--- config.mk ---
export PLATFORM = sky130hd
export DESIGN_NAME = echo_pulse_width_ranger_core
export DESIGN_NICKNAME = d
export VERILOG_FILES = /design/src/sv/epwr_pkg.sv /design/src/sv/epwr_front.sv /design/src/sv/epwr_queue.sv /design/src/sv/epwr_back.sv /design/src/sv/echo_pulse_width_ranger_core.sv
export SDC_FILE = /design/constraint.sdc
export NUM_CORES = 2
export LEC_CHECK = 0
export BUFFER_PORTS_ARGS = -buffer_cell sky130_fd_sc_hd__buf_4
export CORE_MARGIN = 1
export CORE_UTILIZATION = 40
export CTS_CLUSTER_DIAMETER = 80
export DETAILED_ROUTE_END_ITERATION = 8
export SYNTH_ARGS = -nofsm -noshare
export SYNTH_HDL_FRONTEND = slang
export SYNTH_HIERARCHICAL = 1
export SYNTH_SLANG_ARGS = --single-unit
--- constraint.sdc ---
create_clock -name clk -period 16.46 [get_ports clk]
set_input_delay 3.292 -clock clk [delete_from_list [all_inputs] [get_ports clk]]
set_output_delay 3.292 -clock clk [all_outputs]
set_load 0.01 [all_outputs]
--- src/sv/epwr_pkg.sv ---
// Shared types, constants and codes of the echo pulse width ranger.
`default_nettype none

package epwr_pkg;

  // Block sizing.
  localparam int OVERFLOW_BITS = 6;
  localparam int COUNTER_WIDTH = 32;
  localparam int AVERAGE_COUNT = 3;

  // Field and datapath widths.
  localparam int CMD_W      = 2;
  localparam int CAPTURE_W  = 32;
  localparam int PERIOD_W   = 32;
  localparam int SCALE_W    = 16;
  localparam int FRAC_W     = 16;
  localparam int DIST_W     = 33;
  localparam int WEIGHT_W   = COUNTER_WIDTH + 1;
  localparam int TOTAL_W    = OVERFLOW_BITS + COUNTER_WIDTH;
  localparam int TOTAL_LO_W = TOTAL_W / 2;
  localparam int TOTAL_HI_W = TOTAL_W - TOTAL_LO_W;
  localparam int PROD_W     = TOTAL_W + SCALE_W;
  localparam int SHIFT_W    = PROD_W - FRAC_W;
  localparam int WIDE_W     = (SHIFT_W > DIST_W) ? SHIFT_W : DIST_W + 1;
  localparam int SUM_W      = DIST_W + $clog2(AVERAGE_COUNT);
  localparam int SCNT_W     = $clog2(AVERAGE_COUNT + 1);

  // The group mean is the sum times a rounded-up reciprocal of the group size,
  // shifted down. With the shift at SUM_W plus the size's bit count the error
  // term stays below one count for every sum that fits in SUM_W bits.
  localparam int AVG_SHIFT  = SUM_W + $clog2(AVERAGE_COUNT);
  localparam int RECIP_W    = SUM_W + 1;
  localparam int SUM_LO_W   = SUM_W / 2;
  localparam int SUM_HI_W   = SUM_W - SUM_LO_W;
  localparam int AVG_PROD_W = SUM_W + RECIP_W;
  localparam logic [63:0] AVG_RECIP_WIDE =
    ((64'd1 << AVG_SHIFT) + 64'(AVERAGE_COUNT - 1)) / 64'(AVERAGE_COUNT);
  localparam logic [RECIP_W-1:0] AVG_RECIP = RECIP_W'(AVG_RECIP_WIDE);

  // Job queue between the front and back parts.
  localparam int Q_DEPTH = 2;
  localparam int Q_PTR_W = 1;
  localparam int Q_CNT_W = 2;

  // Configuration port.
  localparam int CFG_IDX_W  = 1;
  localparam int CFG_DATA_W = 32;
  localparam logic [CFG_IDX_W-1:0] REG_TIMER_PERIOD   = 1'd0;
  localparam logic [CFG_IDX_W-1:0] REG_DISTANCE_SCALE = 1'd1;
  localparam logic [PERIOD_W-1:0]  PERIOD_RESET = 32'hFFFF_FFFF;
  localparam logic [SCALE_W-1:0]   SCALE_RESET  = 16'd1114;

  // Command codes.
  localparam logic [CMD_W-1:0] CMD_OVERFLOW      = 2'd0;
  localparam logic [CMD_W-1:0] CMD_EDGE          = 2'd1;
  localparam logic [CMD_W-1:0] CMD_OVERFLOW_EDGE = 2'd2;
  localparam logic [CMD_W-1:0] CMD_NONE          = 2'd3;

  localparam logic [OVERFLOW_BITS-1:0] OVF_MAX  = '1;
  localparam logic [DIST_W-1:0]        DIST_MAX = '1;

  typedef struct packed {
    logic [CMD_W-1:0]     command;
    logic [CAPTURE_W-1:0] capture_value;
  } epwr_in_t;

  typedef struct packed {
    logic [DIST_W-1:0] distance;
    logic              timed_out;
    logic [DIST_W-1:0] average;
    logic              average_valid;
  } epwr_out_t;

  // One finished measurement handed from the front to the back.
  typedef struct packed {
    logic                     timeout;
    logic [OVERFLOW_BITS-1:0] ovf_count;
    logic [COUNTER_WIDTH-1:0] capture;
  } epwr_job_t;

endpackage

`default_nettype wire

--- src/sv/epwr_front.sv ---
// Front part: accepts timer events, tracks arming and overflows, issues jobs.
`default_nettype none

module epwr_front import epwr_pkg::*; (
  input  wire logic      clk,
  input  wire logic      rst_n,
  input  wire logic      in_valid,
  output logic           in_stall,
  input  wire epwr_in_t  in_data,
  input  wire logic      q_full,
  output logic           q_push,
  output epwr_job_t      q_job
);

  logic                     armed_r, armed_nxt;
  logic [OVERFLOW_BITS-1:0] ovf_cnt_r, ovf_cnt_nxt;

  assign in_stall = q_full;

  always_comb begin
    logic                     ev_ovf;
    logic                     ev_edge;
    logic                     done;
    logic [OVERFLOW_BITS-1:0] cnt_tmp;
    ev_ovf  = 1'b0;
    ev_edge = 1'b0;
    done    = 1'b0;
    cnt_tmp = ovf_cnt_r;
    unique case (in_data.command)
      CMD_OVERFLOW:      ev_ovf = 1'b1;
      CMD_EDGE:          ev_edge = 1'b1;
      CMD_OVERFLOW_EDGE: begin
        ev_ovf  = 1'b1;
        ev_edge = 1'b1;
      end
      CMD_NONE:          ;
    endcase

    armed_nxt         = armed_r;
    ovf_cnt_nxt       = ovf_cnt_r;
    q_push            = 1'b0;
    q_job.timeout     = 1'b0;
    q_job.ovf_count   = ovf_cnt_r;
    q_job.capture     = in_data.capture_value[COUNTER_WIDTH-1:0];

    if (in_valid && !q_full) begin
      if (ev_ovf && armed_r) begin
        if (ovf_cnt_r == OVF_MAX) begin
          // Timeout: an edge in the same event belongs to the lost echo.
          q_push        = 1'b1;
          q_job.timeout = 1'b1;
          armed_nxt     = 1'b0;
          ovf_cnt_nxt   = '0;
          done          = 1'b1;
        end else begin
          cnt_tmp     = ovf_cnt_r + 1'b1;
          ovf_cnt_nxt = cnt_tmp;
        end
      end
      if (ev_edge && !done) begin
        if (armed_r) begin
          q_push          = 1'b1;
          q_job.ovf_count = cnt_tmp;
          armed_nxt       = 1'b0;
          ovf_cnt_nxt     = '0;
        end else begin
          armed_nxt   = 1'b1;
          ovf_cnt_nxt = '0;
        end
      end
    end
  end

  always_ff @(posedge clk) begin
    if (!rst_n) begin
      armed_r   <= 1'b0;
      ovf_cnt_r <= '0;
    end else begin
      armed_r   <= armed_nxt;
      ovf_cnt_r <= ovf_cnt_nxt;
    end
  end

endmodule

`default_nettype wire

--- src/sv/epwr_queue.sv ---
// Two-entry job queue that decouples the front part from the back part.
`default_nettype none

module epwr_queue import epwr_pkg::*; (
  input  wire logic      clk,
  input  wire logic      rst_n,
  input  wire logic      push,
  input  wire epwr_job_t push_job,
  output logic           full,
  input  wire logic      pop,
  output logic           not_empty,
  output epwr_job_t      head_job
);

  epwr_job_t            mem_r [Q_DEPTH];
  logic [Q_PTR_W-1:0]   wr_ptr_r, wr_ptr_nxt;
  logic [Q_PTR_W-1:0]   rd_ptr_r, rd_ptr_nxt;
  logic [Q_CNT_W-1:0]   count_r, count_nxt;

  assign full      = (count_r == Q_CNT_W'(Q_DEPTH));
  assign not_empty = (count_r != '0);
  assign head_job  = mem_r[rd_ptr_r];

  always_comb begin
    wr_ptr_nxt = push ? wr_ptr_r + 1'b1 : wr_ptr_r;
    rd_ptr_nxt = pop  ? rd_ptr_r + 1'b1 : rd_ptr_r;
    count_nxt  = count_r;
    unique case ({push, pop})
      2'b10:        count_nxt = count_r + 1'b1;
      2'b01:        count_nxt = count_r - 1'b1;
      2'b00, 2'b11: count_nxt = count_r;
    endcase
  end

  always_ff @(posedge clk) begin
    if (!rst_n) begin
      wr_ptr_r <= '0;
      rd_ptr_r <= '0;
      count_r  <= '0;
    end else begin
      wr_ptr_r <= wr_ptr_nxt;
      rd_ptr_r <= rd_ptr_nxt;
      count_r  <= count_nxt;
    end
  end

  always_ff @(posedge clk) begin
    if (push) begin
      mem_r[wr_ptr_r] <= push_job;
    end
  end

  a_no_overrun: assert property (@(posedge clk) disable iff (!rst_n)
    push |-> !full)
    else $error("job queue written while full");

  a_no_underrun: assert property (@(posedge clk) disable iff (!rst_n)
    pop |-> not_empty)
    else $error("job queue read while empty");

  a_count_bound: assert property (@(posedge clk) disable iff (!rst_n)
    count_r <= Q_CNT_W'(Q_DEPTH))
    else $error("job queue fill count beyond its depth");

endmodule

`default_nettype wire

--- src/sv/epwr_back.sv ---
// Back part: sequenced distance arithmetic, group averaging and the result register.
`default_nettype none

module epwr_back import epwr_pkg::*; (
  input  wire logic                clk,
  input  wire logic                rst_n,
  input  wire logic                q_valid,
  input  wire epwr_job_t           q_job,
  output logic                     q_pop,
  input  wire logic [PERIOD_W-1:0] timer_period,
  input  wire logic [SCALE_W-1:0]  distance_scale,
  output logic                     out_valid,
  input  wire logic                out_stall,
  output epwr_out_t                out_data
);

  localparam int ST_W = 4;
  localparam logic [ST_W-1:0] S_IDLE = 4'd0;
  localparam logic [ST_W-1:0] S_MUL  = 4'd1;
  localparam logic [ST_W-1:0] S_ADD  = 4'd2;
  localparam logic [ST_W-1:0] S_MLO  = 4'd3;
  localparam logic [ST_W-1:0] S_MHI  = 4'd4;
  localparam logic [ST_W-1:0] S_SUM  = 4'd5;
  localparam logic [ST_W-1:0] S_ACC  = 4'd6;
  localparam logic [ST_W-1:0] S_ALO  = 4'd7;
  localparam logic [ST_W-1:0] S_AHI  = 4'd8;
  localparam logic [ST_W-1:0] S_DIV  = 4'd9;
  localparam logic [ST_W-1:0] S_EMIT = 4'd10;

  logic [ST_W-1:0]               state_r, state_nxt;
  logic [SUM_W-1:0]              sum_r, sum_nxt;
  logic [SCNT_W-1:0]             scnt_r, scnt_nxt;
  logic                          out_valid_r, out_valid_nxt;
  epwr_job_t                     job_r, job_nxt;
  logic [TOTAL_W-1:0]            prod1_r, prod1_nxt;
  logic [TOTAL_W-1:0]            total_r, total_nxt;
  logic [TOTAL_LO_W+SCALE_W-1:0] plo_r, plo_nxt;
  logic [TOTAL_HI_W+SCALE_W-1:0] phi_r, phi_nxt;
  logic [DIST_W-1:0]             dist_r, dist_nxt;
  logic                          tmo_r, tmo_nxt;
  logic                          avg_vld_r, avg_vld_nxt;
  logic [SUM_W-1:0]              quo_r, quo_nxt;
  logic [SUM_LO_W+RECIP_W-1:0]   alo_r, alo_nxt;
  logic [SUM_HI_W+RECIP_W-1:0]   ahi_r, ahi_nxt;
  epwr_out_t                     out_r, out_nxt;

  assign out_valid = out_valid_r;
  assign out_data  = out_r;

  always_comb begin
    logic [WEIGHT_W-1:0]               weight;
    logic [OVERFLOW_BITS+WEIGHT_W-1:0] mul1_full;
    logic [PROD_W-1:0]                 prod;
    logic [WIDE_W-1:0]                 dist_wide;
    logic [SUM_W-1:0]                  sum_new;
    logic [SCNT_W-1:0]                 scnt_inc;
    logic [AVG_PROD_W-1:0]             avg_prod;
    weight    = WEIGHT_W'(timer_period[COUNTER_WIDTH-1:0]) + 1'b1;
    mul1_full = job_r.ovf_count * weight;
    prod      = (PROD_W'(phi_r) << TOTAL_LO_W) + PROD_W'(plo_r);
    dist_wide = WIDE_W'(prod >> FRAC_W);
    sum_new   = sum_r + SUM_W'(dist_r);
    scnt_inc  = scnt_r + 1'b1;
    avg_prod  = (AVG_PROD_W'(ahi_r) << SUM_LO_W) + AVG_PROD_W'(alo_r);

    state_nxt     = state_r;
    sum_nxt       = sum_r;
    scnt_nxt      = scnt_r;
    out_valid_nxt = out_valid_r && out_stall;
    job_nxt       = job_r;
    prod1_nxt     = prod1_r;
    total_nxt     = total_r;
    plo_nxt       = plo_r;
    phi_nxt       = phi_r;
    dist_nxt      = dist_r;
    tmo_nxt       = tmo_r;
    avg_vld_nxt   = avg_vld_r;
    quo_nxt       = quo_r;
    alo_nxt       = alo_r;
    ahi_nxt       = ahi_r;
    out_nxt       = out_r;
    q_pop         = 1'b0;

    unique case (state_r)
      S_IDLE: begin
        if (q_valid) begin
          q_pop   = 1'b1;
          job_nxt = q_job;
          if (q_job.timeout) begin
            dist_nxt  = DIST_MAX;
            tmo_nxt   = 1'b1;
            state_nxt = S_ACC;
          end else begin
            tmo_nxt   = 1'b0;
            state_nxt = S_MUL;
          end
        end
      end
      S_MUL: begin
        prod1_nxt = mul1_full[TOTAL_W-1:0];
        state_nxt = S_ADD;
      end
      S_ADD: begin
        total_nxt = prod1_r + TOTAL_W'(job_r.capture);
        state_nxt = S_MLO;
      end
      S_MLO: begin
        plo_nxt   = total_r[TOTAL_LO_W-1:0] * distance_scale;
        state_nxt = S_MHI;
      end
      S_MHI: begin
        phi_nxt   = total_r[TOTAL_W-1:TOTAL_LO_W] * distance_scale;
        state_nxt = S_SUM;
      end
      S_SUM: begin
        if (dist_wide > WIDE_W'(DIST_MAX)) begin
          dist_nxt = DIST_MAX;
        end else begin
          dist_nxt = dist_wide[DIST_W-1:0];
        end
        state_nxt = S_ACC;
      end
      S_ACC: begin
        if (scnt_inc == SCNT_W'(AVERAGE_COUNT)) begin
          quo_nxt     = sum_new;
          sum_nxt     = '0;
          scnt_nxt    = '0;
          avg_vld_nxt = 1'b1;
          state_nxt   = S_ALO;
        end else begin
          sum_nxt     = sum_new;
          scnt_nxt    = scnt_inc;
          avg_vld_nxt = 1'b0;
          state_nxt   = S_EMIT;
        end
      end
      S_ALO: begin
        // The group sum is multiplied by the reciprocal in two halves.
        alo_nxt   = quo_r[SUM_LO_W-1:0] * AVG_RECIP;
        state_nxt = S_AHI;
      end
      S_AHI: begin
        ahi_nxt   = quo_r[SUM_W-1:SUM_LO_W] * AVG_RECIP;
        state_nxt = S_DIV;
      end
      S_DIV: begin
        quo_nxt   = SUM_W'(avg_prod >> AVG_SHIFT);
        state_nxt = S_EMIT;
      end
      S_EMIT: begin
        if (!out_valid_r || !out_stall) begin
          out_valid_nxt         = 1'b1;
          out_nxt.distance      = dist_r;
          out_nxt.timed_out     = tmo_r;
          out_nxt.average       = avg_vld_r ? quo_r[DIST_W-1:0] : '0;
          out_nxt.average_valid = avg_vld_r;
          state_nxt             = S_IDLE;
        end
      end
      default: begin
        state_nxt = S_IDLE;
      end
    endcase
  end

  always_ff @(posedge clk) begin
    if (!rst_n) begin
      state_r     <= S_IDLE;
      sum_r       <= '0;
      scnt_r      <= '0;
      out_valid_r <= 1'b0;
    end else begin
      state_r     <= state_nxt;
      sum_r       <= sum_nxt;
      scnt_r      <= scnt_nxt;
      out_valid_r <= out_valid_nxt;
    end
  end

  always_ff @(posedge clk) begin
    job_r     <= job_nxt;
    prod1_r   <= prod1_nxt;
    total_r   <= total_nxt;
    plo_r     <= plo_nxt;
    phi_r     <= phi_nxt;
    dist_r    <= dist_nxt;
    tmo_r     <= tmo_nxt;
    avg_vld_r <= avg_vld_nxt;
    quo_r     <= quo_nxt;
    alo_r     <= alo_nxt;
    ahi_r     <= ahi_nxt;
    out_r     <= out_nxt;
  end

  a_timeout_saturates: assert property (@(posedge clk) disable iff (!rst_n)
    (out_valid_r && out_r.timed_out) |-> (out_r.distance == DIST_MAX))
    else $error("timed-out result without saturated distance");

  a_average_zero: assert property (@(posedge clk) disable iff (!rst_n)
    (out_valid_r && !out_r.average_valid) |-> (out_r.average == '0))
    else $error("average not zero outside a completed group");

  a_emit_free_slot: assert property (@(posedge clk) disable iff (!rst_n)
    (state_r == S_EMIT && !out_valid_r) |=> (out_valid_r && state_r == S_IDLE))
    else $error("result not loaded into a free output register");

  a_div_flagged: assert property (@(posedge clk) disable iff (!rst_n)
    (state_r == S_DIV) |-> (avg_vld_r && scnt_r == '0))
    else $error("averaging division outside a completed group");

endmodule

`default_nettype wire

--- src/sv/echo_pulse_width_ranger_core.sv ---
// Top level of the echo pulse width ranger: configuration registers and the three parts.
//
// Usage: timer events arrive on the in_ channel (in_valid, in_stall, in_data) as a
// command (none, overflow, capture edge, or overflow then edge) with the captured count.
// The first edge arms a measurement, overflows while armed are counted, and an
// edge while armed or an overflow past the largest count finishes it. Each finished
// measurement leaves on the out_ channel (out_valid, out_stall, out_data) as one
// transfer carrying the distance in centimeters, the timeout flag and, on every
// third result, the mean of the group. Events that finish nothing give no transfer.
// Sequence: the back weights the overflow count, adds the capture, scales in two halves
// and saturates (a timeout skips these), books the group sum, forms a completed group's
// mean from a reciprocal multiply in two halves, and loads the output register.
// Throughput: the front takes one event per cycle while the two-entry job queue has
// room; the back sequences its multiplies and takes a new job only when idle.
// When the receiver stalls, the result waits in the output register, the back holds
// its next result, the queue fills, and then in_stall rises.
// Reset (rst_n low at a clock edge) disarms the measurement, clears the group sum,
// empties the queue and the output, and restores timer_period to all ones and
// distance_scale to 1114. The user is to write configuration only while the block is
// idle; the block itself does not enforce it.
`default_nettype none

module echo_pulse_width_ranger_core import epwr_pkg::*; (
  input  wire logic                  clk,
  input  wire logic                  rst_n,
  input  wire logic                  in_valid,
  output logic                       in_stall,
  input  wire epwr_in_t              in_data,
  output logic                       out_valid,
  input  wire logic                  out_stall,
  output epwr_out_t                  out_data,
  input  wire logic                  cfg_wr_en,
  input  wire logic [CFG_IDX_W-1:0]  cfg_index,
  input  wire logic [CFG_DATA_W-1:0] cfg_data
);

  // Configuration registers; the back part reads them while it computes.
  logic [PERIOD_W-1:0] timer_period_r, timer_period_nxt;
  logic [SCALE_W-1:0]  distance_scale_r, distance_scale_nxt;

  // Front to queue, queue to back.
  logic      q_push;
  epwr_job_t q_push_job;
  logic      q_full;
  logic      q_pop;
  logic      q_not_empty;
  epwr_job_t q_head_job;

  always_comb begin
    timer_period_nxt   = timer_period_r;
    distance_scale_nxt = distance_scale_r;
    if (cfg_wr_en) begin
      unique case (cfg_index)
        REG_TIMER_PERIOD:   timer_period_nxt = cfg_data[PERIOD_W-1:0];
        REG_DISTANCE_SCALE: distance_scale_nxt = cfg_data[SCALE_W-1:0];
      endcase
    end
  end

  always_ff @(posedge clk) begin
    if (!rst_n) begin
      timer_period_r   <= PERIOD_RESET;
      distance_scale_r <= SCALE_RESET;
    end else begin
      timer_period_r   <= timer_period_nxt;
      distance_scale_r <= distance_scale_nxt;
    end
  end

  // The front classifies each event and updates arming and the overflow count.
  epwr_front u_front (
    .clk      (clk),
    .rst_n    (rst_n),
    .in_valid (in_valid),
    .in_stall (in_stall),
    .in_data  (in_data),
    .q_full   (q_full),
    .q_push   (q_push),
    .q_job    (q_push_job)
  );

  // Finished measurements wait here so that the front keeps taking events.
  epwr_queue u_queue (
    .clk       (clk),
    .rst_n     (rst_n),
    .push      (q_push),
    .push_job  (q_push_job),
    .full      (q_full),
    .pop       (q_pop),
    .not_empty (q_not_empty),
    .head_job  (q_head_job)
  );

  // The back computes the distance, keeps the group sum and drives the result.
  epwr_back u_back (
    .clk            (clk),
    .rst_n          (rst_n),
    .q_valid        (q_not_empty),
    .q_job          (q_head_job),
    .q_pop          (q_pop),
    .timer_period   (timer_period_r),
    .distance_scale (distance_scale_r),
    .out_valid      (out_valid),
    .out_stall      (out_stall),
    .out_data       (out_data)
  );

endmodule

`default_nettype wire

==> implementation parameters <==
Parameter                              Value

Yosys
  Post-synth EDFFs    474
  Combinational family with the most area after synthesis    adder cells
  Flop and latch count out of synthesis    576
  Mean instance size in the synthesized netlist    10.23 µm²
  Xor and xnor area share after synthesis    4.327%
  Library cell with the highest instance count after synthesis    inv_1
  Async set-or-reset flop fraction in the synthesized netlist    0%
  Number of instances in the synthesized netlist    6,135
  Compound-Gate Fraction of Synth Area    9.026%
  Sequential element share of the synthesized area    25.94%
  Mapped Nets    7,638
  Adder-cell area share of the yosys netlist    38.07%
  Most common flop cell mapped by yosys    edfxtp_1
  Yosys warns    6
  Commonest cells post-synth    inv_1, fa_1, ha_1, nand2_1, edfxtp_1
  Top area cells in the synthesized netlist    fa_1, edfxtp_1, ha_1, inv_1, nand2_1
  Share of Yosys cell area claimed by the top area cell type    25.42%
  Post-Syn Area    62,760 µm²
  Basic-gate share of the synthesized area counting and, or, nand and nor cells    13.33%
  Post-synth top area cell    fa_1
  Number of different library cells in the post-synthesis netlist    103
  Share of cell area taken by muxes after synthesis    0.8294%

Timing
  Aggregate negative setup slack    0 ns
  Count of endpoints failing setup in the final report    0
  Post-route worst hold slack    0.4457 ns
  Relative max-transition margin    18.96%
  Final period utilization    41.57%
  Final Hold Vio Count    0
  Worst-Margin Slew    1.216 ns
  Highest clock frequency the design can meet    146.2 MHz
  Final critical path time including I/O delays and setup    6.842 ns
  Unrepaired setup endpoints after global routing    false
  Max-slew violation count    0
  Post-Route Skew    0.04962 ns

Detailed routing
  Residual DRC    0
  Violation count after the first detailed-routing iteration    2,046
  ANT nets after route    0
  Wire length per cell after detailed routing    17.63 µm
  Detail-routed via count per cell    5.039
  Final routed wirelength across all metal layers    145,600 µm
  Number of vias after detailed routing    41,620
  Detailed-router iteration count before antenna repair    5

Global route
  Global-route wire length before repair    236,000 µm
  Number of antenna violations at the first check in global routing    2
  GR Layer Usage met2    32.71%
  Combined global-route utilization of all metal layers    18.78%
  Busiest grt layer    met2
  GR met3 Demand/Resource    3.146%
  Global-route congestion overflow total    0
  Via count of the first global-routing pass    43,720
  Maximum number of pins on one net before global-route repair    69
  GR Util met1    24.01%

Min path
  Path class of the lowest-slack min-delay path    reg2reg
  Number of stages on the worst hold path    2

Placed design
  Port Buffer Count    141
  Weighted congestion reported at the end of routability-driven placement    0.8837
  Final HPWL DP    115,200 µm

Critical path
  Critical path fanouts, max    16
  Dominant delay contributor by cell family on the critical path    adder cells
  Arrival time of the worst setup path    7.29 ns
  Number of stages on the worst setup path    17
  Slowest Stage Delay on Critical Path    0.76 ns
  Path type of the worst setup path    reg2reg
  Kind of launch point of the worst setup path    flip-flop
  Worst R2R Path Depth    17
  Buf/Inv on CP    1
  Crit path top cell by count    fa_1
  Cell Chain, Critical Path    nand2_1 > fa_1 > fa_1 > fa_1 > fa_1 > inv_1 > fa_1 > fa_1 > ha_1 > a211oi_1 > a2111o_1 > a211o_1 > a21oi_1 > o41a_1 > a211o_1 > a21oi_1 > xnor2_1
  Highest-delay cell along the critical path    edfxtp_1
  Critical Path RT    16.91 ns
  Critical Path End Type    flip-flop

Status
  Outcome    finished clean

Clocking
  Sinks on the clock net    576
  Clock Latency Late Sink    0.71 ns
  TritonCTS clock tree    done
  Post-cts gate resize count    0
  Clock input transition at the sequential cells of the worst setup and hold paths    0.06 ns
  Total clock buffers created by CTS    74
  Number of buffers added to fix hold violations after cts    0
  Clock root buffer master    clkbuf_16
  Post-CTS setup-driven buffer insertion count    0
  Maximum level of the CTS H-tree    3
  Clock buffer depth    3

Layout
  Share of layout cells above drive strength 1    7.595%
  Core Util, Final    44.00%
  Layout-stage area growth over the synthesis result    8.629%
  Net count, final    7,658

Floorplanning
  Number of placement rows    144
  Vertical die dimension    398.1 µm
  Starting density of the core    40.50%
  Width of the chip    398.1 µm
  Ports    142
  Die footprint    158,500 µm²
  Placeable Area    154,900 µm²

Job
  Max-cap violations    0
## flip-flops by register name, summed over array words and instances (netlist names), 2 cells and up, named ones only
name,cells
u_back/scnt_r,2
timer_period_r,32
u_back/prod1_r,38
u_back/job_r,38
u_back/out_data,68
u_back/sum_r,35
u_back/plo_r,19
u_back/phi_r,35
u_back/total_r,38
u_back/alo_r,36
distance_scale_r,16
u_back/dist_r,33
u_front/ovf_cnt_r,6
u_back/quo_r,35
u_queue/count_r,2
u_back/ahi_r,54
u_queue/mem_r,78
u_back/state_r,4
## final cells by class
type,instances,area [µm²]
fill,14770,86780
multi-input combinational,4226,41230
sequential,576,16280
inverter,1096,4114
tap,2044,2557
clock buffer,96,2036
timing repair buffer,181,1359
clock inverter,40,593.1
antenna,1,2.502
## kinds of logic (layout without fill, tap and decap cells)
kind of cell | after synthesis | after routing
and+or+nand+nor | 1616 | 1616
DFF | 576 | 576
AOI/OAI and AO/OA | 822 | 822
xor gates and xnor gates | 310 | 310
adders and majority gates | 1431 | 1431
muxes | 47 | 47
other | 0 | 1
buffers and inverters | 1333 | 1413
## placed cells by master (no fill, tap or decap), types with 40 or more instances in the layout
cell type / count
nand4_1: 45
nand2_1: 587
inv_1: 1094
a21o_1: 140
fa_1: 797
a21oi_1: 221
buf_4: 181
mux2_2: 40
nand3_1: 96
ha_1: 634
o21ai_1: 45
nor2b_1: 125
xnor2_1: 209
clkbuf_16: 75
and2_1: 348
nor2_1: 146
dfxtp_1: 101
nor3_1: 48
xor2_1: 101
nand3b_1: 40
edfxtp_1: 474
o21ai_0: 97
## worst register-to-register path: stages, from the launching register on
cell      delay (ns)
edfxtp_1        0.76
nand2_1         0.19
fa_1            0.54
fa_1            0.58
fa_1            0.45
fa_1            0.55
inv_1           0.05
fa_1            0.51
fa_1            0.43
ha_1            0.31
a211oi_1        0.57
a2111o_1        0.31
a211o_1         0.22
a21oi_1         0.11
o41a_1          0.48
a211o_1         0.30
a21oi_1         0.18
xnor2_1         0.09
## per-layer routing
metal / vias to the layer above / wire length (µm)
met4: 0 / 3455
met2: 810 / 72140
met1: 20650 / 63350
met3: 180 / 6667
met5: - / 0
li1: 19980 / -
## final timing paths
kind | startpoint | endpoint | slack (ns)
worst min-delay path | distance_scale_r[7] | distance_scale_r[7] | 0.45
worst max-delay path | u_back/total_r[10] | u_back/plo_r[34] | 9.62
worst max register to register | u_back/total_r[10] | u_back/plo_r[34] | 9.62
worst min register to register | distance_scale_r[7] | distance_scale_r[7] | 0.45
## per-stage QoR
step                setup slack (ns)  area, µm²  instances
floorplan                      9.419      62760       6135
global placement               9.661      65540       8123
detailed placement             9.575      65540       8123
CTS                            9.548      68170       8259
global route                   9.172      68170       8260
finish                         9.618      68170       8260
Power is not shown: default switching activity piles up to over one toggle a cycle in this logic, so the estimate is an artifact.
